<file path="src/rtl/core/itda_pkg.sv">
// ----------------------------------------------------------------------------
// itda_pkg: shared types and constants for the decimal ASCII converter
// Item layout between the front and back ends, back-end states, character
// codes and sizing constants.
// ----------------------------------------------------------------------------
package itda_pkg;

	localparam int WORD_W      = 32;
	localparam int NUM_DIGITS  = 10;
	localparam int DIGIT_W     = 4;
	localparam int BCD_W       = NUM_DIGITS * DIGIT_W;
	localparam int PTR_W       = $clog2(NUM_DIGITS);
	localparam int STEP_W      = $clog2(WORD_W);
	localparam int QUEUE_DEPTH = 2;
	localparam int QPTR_W      = $clog2(QUEUE_DEPTH);
	localparam int QCNT_W      = $clog2(QUEUE_DEPTH + 1);

	// interpretation codes on func
	localparam logic FUNC_SIGNED   = 1'b0;
	localparam logic FUNC_UNSIGNED = 1'b1;

	// ASCII codes
	localparam logic [7:0] CHAR_ZERO  = 8'h30;
	localparam logic [7:0] CHAR_MINUS = 8'h2D;

	// classified item: sign flag and magnitude
	typedef struct packed {
		logic              neg;
		logic [WORD_W-1:0] mag;
	} item_t;

	// handoff from queue to back end
	typedef struct packed {
		logic  valid;
		item_t item;
	} qout_t;

	typedef enum logic [2:0] {
		ST_IDLE,
		ST_CONV,
		ST_FIND,
		ST_SIGN,
		ST_DIGITS
	} back_state_t;

endpackage

</file>
<file path="src/rtl/core/int_to_decimal_ascii.sv">
// ----------------------------------------------------------------------------
// int_to_decimal_ascii: 32-bit integer to decimal ASCII text
// Converts a signed or unsigned word into its decimal characters.
// ----------------------------------------------------------------------------
// Usage:
//   Input beat: value and func are taken at a clock edge with start high and
//   busy low. func = 0 reads value as two's complement, func = 1 as unsigned.
//   Output: one character per cycle on text_char with strobe high, most
//   significant first; last marks the final character. A negative number
//   begins with '-'. Zero gives the single character '0'.
//   Before the first character, a word passes the queue handoff, 32
//   shift-and-add-3 steps and a search for the leading digit. A word gives
//   1 to 11 characters. The serial BCD converter in the back end sets the
//   rate and works one word at a time, so it takes no new word until done.
//   The front end holds one word and a two-entry queue holds two more, so up
//   to three words can be accepted while a conversion runs; busy rises when
//   all of them are taken.
//   The receiver cannot stall: each character is shown for exactly one cycle.
//   Reset (arst_n low) empties the queue and returns the converter to idle;
//   nothing is kept between words.
// ----------------------------------------------------------------------------
module int_to_decimal_ascii
	import itda_pkg::*;
(
	input  logic              clk,
	input  logic              arst_n,
	input  logic              start,
	output logic              busy,
	input  logic [WORD_W-1:0] value,
	input  logic              func,
	output logic              strobe,
	output logic [7:0]        text_char,
	output logic              last
);

	logic  q_full;
	logic  push;
	item_t push_item;
	logic  pop;
	qout_t qout;

	itda_front u_front (
		.clk       (clk),
		.arst_n    (arst_n),
		.start     (start),
		.value     (value),
		.func      (func),
		.busy      (busy),
		.q_full    (q_full),
		.push      (push),
		.push_item (push_item)
	);

	itda_queue u_queue (
		.clk       (clk),
		.arst_n    (arst_n),
		.push      (push),
		.push_item (push_item),
		.full      (q_full),
		.pop       (pop),
		.qout      (qout)
	);

	itda_back u_back (
		.clk       (clk),
		.arst_n    (arst_n),
		.qout      (qout),
		.pop       (pop),
		.strobe    (strobe),
		.text_char (text_char),
		.last      (last)
	);

endmodule

</file>
<file path="src/rtl/core/itda_front.sv">
// ----------------------------------------------------------------------------
// itda_front: input accept and sign classification
// Takes a word on start, splits it into sign and magnitude and holds it in a
// stage register until the queue takes it.
// ----------------------------------------------------------------------------
module itda_front
	import itda_pkg::*;
(
	input  logic              clk,
	input  logic              arst_n,
	input  logic              start,
	input  logic [WORD_W-1:0] value,
	input  logic              func,
	output logic              busy,
	input  logic              q_full,
	output logic              push,
	output item_t             push_item
);

	logic  valid_s1;
	item_t item_s1;
	logic  accept;
	item_t cls;

	// sign and magnitude; the most negative value wraps to its own magnitude
	always_comb begin
		cls.neg = (func == FUNC_SIGNED) && value[WORD_W-1];
		cls.mag = cls.neg ? (~value + {{(WORD_W-1){1'b0}}, 1'b1}) : value;
	end

	assign busy      = valid_s1 && q_full;
	assign accept    = start && !busy;
	assign push      = valid_s1 && !q_full;
	assign push_item = item_s1;

	// stage valid
	always_ff @(posedge clk or negedge arst_n) begin
		if (!arst_n) begin
			valid_s1 <= 1'b0;
		end else if (accept) begin
			valid_s1 <= 1'b1;
		end else if (push) begin
			valid_s1 <= 1'b0;
		end
	end

	// stage payload
	always_ff @(posedge clk) begin
		if (accept) begin
			item_s1 <= cls;
		end
	end

endmodule

</file>
<file path="src/rtl/core/itda_queue.sv">
// ----------------------------------------------------------------------------
// itda_queue: short item queue between front and back ends
// Two-entry FIFO of classified items.
// ----------------------------------------------------------------------------
module itda_queue
	import itda_pkg::*;
(
	input  logic  clk,
	input  logic  arst_n,
	input  logic  push,
	input  item_t push_item,
	output logic  full,
	input  logic  pop,
	output qout_t qout
);

	item_t             mem_q [QUEUE_DEPTH];
	logic [QPTR_W-1:0] wr_ptr_q;
	logic [QPTR_W-1:0] rd_ptr_q;
	logic [QCNT_W-1:0] cnt_q;
	logic              do_push;
	logic              do_pop;

	assign full      = (cnt_q == QCNT_W'(QUEUE_DEPTH));
	assign qout.valid = (cnt_q != '0);
	assign qout.item  = mem_q[rd_ptr_q];
	assign do_push   = push && !full;
	assign do_pop    = pop && qout.valid;

	// pointers and fill count
	always_ff @(posedge clk or negedge arst_n) begin
		if (!arst_n) begin
			wr_ptr_q <= '0;
			rd_ptr_q <= '0;
			cnt_q    <= '0;
		end else begin
			if (do_push) begin
				wr_ptr_q <= (wr_ptr_q == QPTR_W'(QUEUE_DEPTH - 1)) ? '0 : wr_ptr_q + 1'b1;
			end
			if (do_pop) begin
				rd_ptr_q <= (rd_ptr_q == QPTR_W'(QUEUE_DEPTH - 1)) ? '0 : rd_ptr_q + 1'b1;
			end
			case ({do_push, do_pop})
				2'b10:   cnt_q <= cnt_q + 1'b1;
				2'b01:   cnt_q <= cnt_q - 1'b1;
				default: cnt_q <= cnt_q;
			endcase
		end
	end

	// entry storage
	always_ff @(posedge clk) begin
		if (do_push) begin
			mem_q[wr_ptr_q] <= push_item;
		end
	end

endmodule

</file>
<file path="src/rtl/core/itda_back.sv">
// ----------------------------------------------------------------------------
// itda_back: binary-to-BCD conversion and character emission
// Shift-and-add-3 conversion, a step to locate the leading digit,
// then an optional minus sign and one digit per cycle.
// ----------------------------------------------------------------------------
module itda_back
	import itda_pkg::*;
(
	input  logic        clk,
	input  logic        arst_n,
	input  qout_t       qout,
	output logic        pop,
	output logic        strobe,
	output logic [7:0]  text_char,
	output logic        last
);

	back_state_t       state_q;
	back_state_t       state_d;
	logic [WORD_W-1:0] bin_q;
	logic [BCD_W-1:0]  bcd_q;
	logic [BCD_W-1:0]  bcd_adj;
	logic [STEP_W-1:0] cnt_q;
	logic [PTR_W-1:0]  ptr_q;
	logic [PTR_W-1:0]  top;
	logic              neg_q;
	logic [DIGIT_W-1:0] digit [NUM_DIGITS];

	// digit view of the BCD register and add-3 correction per digit
	always_comb begin
		for (int i = 0; i < NUM_DIGITS; i++) begin
			digit[i] = bcd_q[i*DIGIT_W +: DIGIT_W];
			bcd_adj[i*DIGIT_W +: DIGIT_W] = (digit[i] >= DIGIT_W'(5))
				? digit[i] + DIGIT_W'(3) : digit[i];
		end
	end

	// leading nonzero digit, zero value gives digit 0
	always_comb begin
		top = '0;
		for (int i = 0; i < NUM_DIGITS; i++) begin
			if (digit[i] != '0) begin
				top = PTR_W'(i);
			end
		end
	end

	// next state
	always_comb begin
		state_d = state_q;
		unique case (state_q)
			ST_IDLE:   if (qout.valid) state_d = ST_CONV;
			ST_CONV:   if (cnt_q == STEP_W'(WORD_W - 1)) state_d = ST_FIND;
			ST_FIND:   state_d = neg_q ? ST_SIGN : ST_DIGITS;
			ST_SIGN:   state_d = ST_DIGITS;
			ST_DIGITS: if (ptr_q == '0) state_d = ST_IDLE;
			default:   state_d = ST_IDLE;
		endcase
	end

	// outputs
	always_comb begin
		pop       = 1'b0;
		strobe    = 1'b0;
		text_char = CHAR_ZERO;
		last      = 1'b0;
		unique case (state_q)
			ST_IDLE: begin
				pop = qout.valid;
			end
			ST_SIGN: begin
				strobe    = 1'b1;
				text_char = CHAR_MINUS;
			end
			ST_DIGITS: begin
				strobe    = 1'b1;
				text_char = CHAR_ZERO + {4'b0000, digit[ptr_q]};
				last      = (ptr_q == '0);
			end
			default: begin
			end
		endcase
	end

	// state register
	always_ff @(posedge clk or negedge arst_n) begin
		if (!arst_n) begin
			state_q <= ST_IDLE;
		end else begin
			state_q <= state_d;
		end
	end

	// datapath
	always_ff @(posedge clk) begin
		unique case (state_q)
			ST_IDLE: begin
				if (qout.valid) begin
					bin_q <= qout.item.mag;
					neg_q <= qout.item.neg;
					bcd_q <= '0;
					cnt_q <= '0;
				end
			end
			ST_CONV: begin
				bcd_q <= {bcd_adj[BCD_W-2:0], bin_q[WORD_W-1]};
				bin_q <= {bin_q[WORD_W-2:0], 1'b0};
				cnt_q <= cnt_q + 1'b1;
			end
			ST_FIND: begin
				ptr_q <= top;
			end
			ST_DIGITS: begin
				ptr_q <= ptr_q - 1'b1;
			end
			default: begin
			end
		endcase
	end

endmodule

</file>
<file path="config.mk">
export PLATFORM = sky130hd
export DESIGN_NAME = int_to_decimal_ascii
export DESIGN_NICKNAME = d
export VERILOG_FILES = /design/src/rtl/core/itda_pkg.sv /design/src/rtl/core/int_to_decimal_ascii.sv /design/src/rtl/core/itda_front.sv /design/src/rtl/core/itda_queue.sv /design/src/rtl/core/itda_back.sv
export SDC_FILE = /design/constraint.sdc
export NUM_CORES = 1
export LEC_CHECK = 0
export BUFFER_PORTS_ARGS = -buffer_cell sky130_fd_sc_hd__buf_2
export CELL_PAD_IN_SITES_DETAIL_PLACEMENT = 1
export CELL_PAD_IN_SITES_GLOBAL_PLACEMENT = 1
export CORE_AREA = 2 2 145 147
export CTS_CLUSTER_SIZE = 10
export DETAILED_ROUTE_END_ITERATION = 7
export DIE_AREA = 0 0 147 149
export PLACE_DENSITY = 0.7
export SLEW_MARGIN = 15
export SYNTH_ARGS = -nofsm -noshare
export SYNTH_HDL_FRONTEND = slang
export SYNTH_SLANG_ARGS = --single-unit
</file>
<file path="constraint.sdc">
create_clock -name clk -period 16.25 [get_ports clk]
set_clock_uncertainty 0.2 [all_clocks]
set_input_delay 1.625 -clock clk [delete_from_list [all_inputs] [get_ports clk]]
set_output_delay 1.625 -clock clk [all_outputs]
set_load 0.05 [all_outputs]
</file>
==> impl_metrics.prom <==
# TYPE chip_impl_metric gauge
chip_impl_info{name="regToRegEndpoint",value="u_back.bcd_q[29]"} 1
chip_impl_metric{name="maxCapViolations",unit=""} 0
chip_impl_metric{name="die_width",unit="um"} 147
chip_impl_metric{name="cts_setup_buffers",unit=""} 0
chip_impl_metric{name="diodes",unit=""} 0
chip_impl_metric{name="synth_compound_area_share",unit="%"} 8.07
chip_impl_metric{name="dpl_worst_slack",unit="ns"} 12.25
chip_impl_metric{name="maxSlewHeadroom",unit="%"} 30.1
chip_impl_metric{name="finalHoldViolations",unit=""} 0
chip_impl_info{name="critPathLaunchType",value="flip-flop"} 1
chip_impl_metric{name="clk_pin_slew_worst_paths",unit="ns"} 0.08
chip_impl_metric{name="grt_pass1_vias",unit=""} 5697
chip_impl_metric{name="achievable-frequency",unit="MHz"} 225
chip_impl_metric{name="worst_hold_path.num_cells",unit=""} 0
chip_impl_metric{name="grt_antenna_before_repair",unit=""} 0
chip_impl_metric{name="ys_ff_latch",unit=""} 189
chip_impl_metric{name="drt_pre_antenna_iters",unit=""} 4
chip_impl_metric{name="vias",unit=""} 5329
chip_impl_metric{name="power_per_cell_area",unit="nW/um^2"} 186
chip_impl_info{name="rsz0062_at_grt",value="no"} 1
chip_impl_info{name="hp-start",value="u_front.push_item[2]"} 1
chip_impl_info{name="worst_setup_path_end_kind",value="output port"} 1
chip_impl_metric{name="synth_sequential_area_ratio",unit="%"} 62.8
chip_impl_metric{name="grt_max_degree",unit=""} 66
chip_impl_metric{name="data_arrival_at_the_endpoint_of_the_critical_path",unit="ns"} 2.62
chip_impl_metric{name="gp_congestion",unit=""} 0.802
chip_impl_metric{name="fin_area",unit="um^2"} 10100
chip_impl_metric{name="max_incr_delay_on_cp",unit="ns"} 0.60
chip_impl_metric{name="total_power",unit="W"} 0.00188
chip_impl_metric{name="worstPathBufferInverterCount",unit=""} 1
chip_impl_metric{name="cts.hold.buffers_added",unit=""} 0
chip_impl_info{name="final_cell_mix",value="sky130_fd_sc_hd__edfxtp_1 (181), sky130_fd_sc_hd__nand2_1 (64), sky130_fd_sc_hd__o21ai_0 (48)"} 1
chip_impl_metric{name="number_of_port_buffers",unit=""} 43
chip_impl_metric{name="cts_made_buffers",unit=""} 17
chip_impl_metric{name="cts_resized",unit=""} 0
chip_impl_metric{name="cp_data_required_time",unit="ns"} 14.42
chip_impl_metric{name="fin_nets",unit=""} 778
chip_impl_metric{name="postLayoutSetupSlackWorst",unit="ns"} 11.80
chip_impl_metric{name="synth_adder_area_share",unit="%"} 3.49
chip_impl_metric{name="gr-total-overflow",unit=""} 0
chip_impl_metric{name="final_layout_size_suffix_gt1_share",unit="%"} 15.1
chip_impl_metric{name="layout_worst_path_cycle_share",unit="%"} 27.4
chip_impl_metric{name="post_synth_xor_area_fraction",unit="%"} 5.66
chip_impl_metric{name="timing.final.max_slew_violations",unit=""} 0
chip_impl_metric{name="asyncSetResetFlopFracSynth",unit="%"} 4.23
chip_impl_metric{name="syn_avg_cell_area",unit="um^2"} 13.3
chip_impl_metric{name="grt_pass1_wl",unit="um"} 28800
chip_impl_info{name="path_cells",value="or3b_1, or4b_1, o221ai_1, buf_2"} 1
chip_impl_metric{name="post_synthesis_simple_gate_area_fraction",unit="%"} 10.8
chip_impl_metric{name="clock_sinks",unit=""} 189
chip_impl_metric{name="antenna_violating_nets_post_route",unit=""} 0
chip_impl_metric{name="placed_cells",unit=""} 973
chip_impl_info{name="max_stage_delay_cell_worst_path",value="sky130_fd_sc_hd__or4b_1"} 1
chip_impl_metric{name="setup.reg_to_reg.worst_slack",unit="ns"} 13.26
chip_impl_metric{name="number_of_remaining_drc_errors",unit=""} 0
chip_impl_metric{name="dr.first_iter.drc_count",unit=""} 399
chip_impl_metric{name="timing_worst_slew_pin_value",unit="ns"} 1.05
chip_impl_metric{name="number_of_synthesized_flops_with_an_enable_pin",unit=""} 181
chip_impl_info{name="cpLargestDelayFamily",value="simple AND/OR/NAND/NOR gates"} 1
chip_impl_metric{name="routed_wl",unit="um"} 17400
chip_impl_info{name="postSynth.topFlopCell",value="sky130_fd_sc_hd__edfxtp_1"} 1
chip_impl_metric{name="ctsLongestPathBuffers",unit=""} 2
chip_impl_metric{name="fin_crit",unit="ns"} 4.45
chip_impl_info{name="min-delay-path-class",value="reg2reg"} 1
chip_impl_info{name="combinational_family_with_the_most_area_after_synthesis",value="simple AND/OR/NAND/NOR gates"} 1
chip_impl_metric{name="detail_route.wl_per_cell",unit="um"} 17.3
chip_impl_info{name="rr_startpoint",value="u_back.state_q[0]"} 1
chip_impl_info{name="setup.worst_path.class",value="reg2out"} 1
chip_impl_metric{name="tns",unit="ns"} 0
chip_impl_info{name="hold-path-endpoint",value="u_queue.mem_q[0][2]"} 1
chip_impl_metric{name="dp_hpwl",unit="um"} 12000
chip_impl_metric{name="static-leakage-power",unit="nW"} 3.77
chip_impl_metric{name="netlist_area",unit="um^2"} 8970
chip_impl_info{name="cts-root-buf",value="sky130_fd_sc_hd__clkbuf_16"} 1
chip_impl_info{name="run_status",value="finished, final reports clean"} 1
chip_impl_metric{name="drt-vias-per-instance",unit=""} 5.30
chip_impl_metric{name="yosysWarningCount",unit=""} 0
chip_impl_metric{name="clkLatencyLatePin",unit="ns"} 0.44
chip_impl_metric{name="finish.cell_count_without_fillers",unit=""} 1005
chip_impl_metric{name="n_fill_cell",unit=""} 2136
chip_impl_metric{name="die_height",unit="um"} 149
chip_impl_metric{name="io_pins",unit=""} 47
chip_impl_info{name="worst_setup_path_startpoint",value="u_back.state_q[0]"} 1
chip_impl_metric{name="initial_utilization",unit="%"} 43.7
chip_impl_metric{name="floorplan.die_area",unit="um^2"} 21900
chip_impl_metric{name="synthToLayoutAreaGrowth",unit="%"} 12.2
chip_impl_metric{name="global_route.usage.total",unit="%"} 16.8
chip_impl_metric{name="report.final.setup_viol",unit=""} 0
chip_impl_metric{name="core_footprint",unit="um^2"} 20600
chip_impl_info{name="mostFrequentLayoutCell",value="sky130_fd_sc_hd__edfxtp_1"} 1
chip_impl_info{name="clock_tree_from_tritoncts",value="done"} 1
chip_impl_metric{name="rows",unit=""} 53
chip_impl_metric{name="peakVddDrop",unit="uV"} 86.8
chip_impl_metric{name="cts_htree_levels",unit=""} 4
chip_impl_metric{name="post_synth_mux_area_share",unit="%"} 6.59
chip_impl_metric{name="synthDistinctLibCells",unit=""} 55
chip_impl_metric{name="postSynthCellCount",unit=""} 677
chip_impl_metric{name="placed_cell_area",unit="um^2"} 9460
chip_impl_metric{name="critPathMaxFanout",unit=""} 13
chip_impl_metric{name="rr_worst_depth",unit=""} 3
[final cells by class]
cell class	count	area, um^2	area share [%]
inverter	27	101	1.01
sequential	189	5640	56.0
multi-input combinational	434	3130	31.1
timing repair buffer	48	253	2.51
clock buffer	18	429	4.26
tap	275	344	3.42
clock inverter	14	175	1.74
[how the worst max path moves through the flow]
| stage | depth (start not counted) | slack, ns | to |
|---|---|---|---|
| 2_1_floorplan | 3 | 9.51 | u_back.bcd_q[0] |
| 3_3_place_gp | 4 | 12.32 | text_char[2] |
| 3_5_place_dp | 4 | 12.25 | text_char[2] |
| 4_1_cts | 4 | 11.76 | text_char[2] |
| 5_1_grt | 4 | 11.66 | text_char[2] |
| 6_report | 4 | 11.80 | text_char[2] |
[layer usage]
metal  vias up  global-route usage (%)  share of wire, %
li1       2565                       -                 -
met2        95                    30.2                52
met1      2650                    20.2                44
met4         0                    5.58               1.6
met3        19                    3.58               3.1
met5         -                       0                 0
[power by group]
group          internal (W)  total (W)  switching (W)  leakage, nW
clock network      0.000208   0.000416       0.000207        0.292
registers          0.000789   0.000924       0.000135         1.93
logic              0.000222   0.000537       0.000315         1.55
[per-stage QoR]
stage / utilization, % / hold WS (ns)
global placement: 46.0 / 0.223
CTS: 49.0 / 0.253
detailed placement: 46.0 / 0.234
floorplan: - / 0.221
global route: 49.0 / 0.259
finish: 49.0 / 0.254
[state kept, by name, indices dropped and copies added (netlist names)]
register	count
u_front.push_item	33
u_queue.mem_q	66
u_queue.wr_ptr_q	1
u_back.ptr_q	4
u_back.state_q	3
u_back.bin_q	32
u_front.valid_s1	1
u_queue.rd_ptr_q	1
u_back.neg_q	1
u_back.bcd_q	40
u_queue.cnt_q	2
u_back.cnt_q	5
[cell usage after synthesis (3+ instances only)]
library cell,n,area share [%]
sky130_fd_sc_hd__a211oi_1,10,0.84
sky130_fd_sc_hd__a21oi_1,24,1.3
sky130_fd_sc_hd__and3_1,5,0.35
sky130_fd_sc_hd__buf_1,4,0.17
sky130_fd_sc_hd__buf_2,6,0.33
sky130_fd_sc_hd__buf_4,3,0.25
sky130_fd_sc_hd__clkbuf_1,15,0.63
sky130_fd_sc_hd__dfrtp_1,8,2.2
sky130_fd_sc_hd__edfxtp_1,181,61
sky130_fd_sc_hd__ha_1,25,3.5
sky130_fd_sc_hd__inv_1,26,1.1
sky130_fd_sc_hd__mux2i_1,40,4.5
sky130_fd_sc_hd__mux4_2,8,2.0
sky130_fd_sc_hd__nand2_1,64,2.7
sky130_fd_sc_hd__nand2b_1,14,0.98
sky130_fd_sc_hd__nand3_1,9,0.50
sky130_fd_sc_hd__nor2_1,41,1.7
sky130_fd_sc_hd__nor2b_1,11,0.77
sky130_fd_sc_hd__nor3_1,12,0.67
sky130_fd_sc_hd__nor3b_1,5,0.42
sky130_fd_sc_hd__nor4_1,3,0.21
sky130_fd_sc_hd__o21ai_0,48,2.7
sky130_fd_sc_hd__o221ai_1,4,0.39
sky130_fd_sc_hd__o22ai_1,3,0.21
sky130_fd_sc_hd__o31ai_1,7,0.59
sky130_fd_sc_hd__o31ai_2,3,0.42
sky130_fd_sc_hd__o41ai_2,3,0.54
sky130_fd_sc_hd__or4_1,3,0.25
sky130_fd_sc_hd__xnor2_1,41,4.0
sky130_fd_sc_hd__xor2_1,17,1.7
[logic make-up after synthesis]
family | Yosys count
flops | 189
simple gates | 185
compound gates | 114
xor+xnor | 58
buf+inv | 55
mux | 49
fa+ha+maj | 25
other cells | 2
Power figures use the tool's default switching activity.
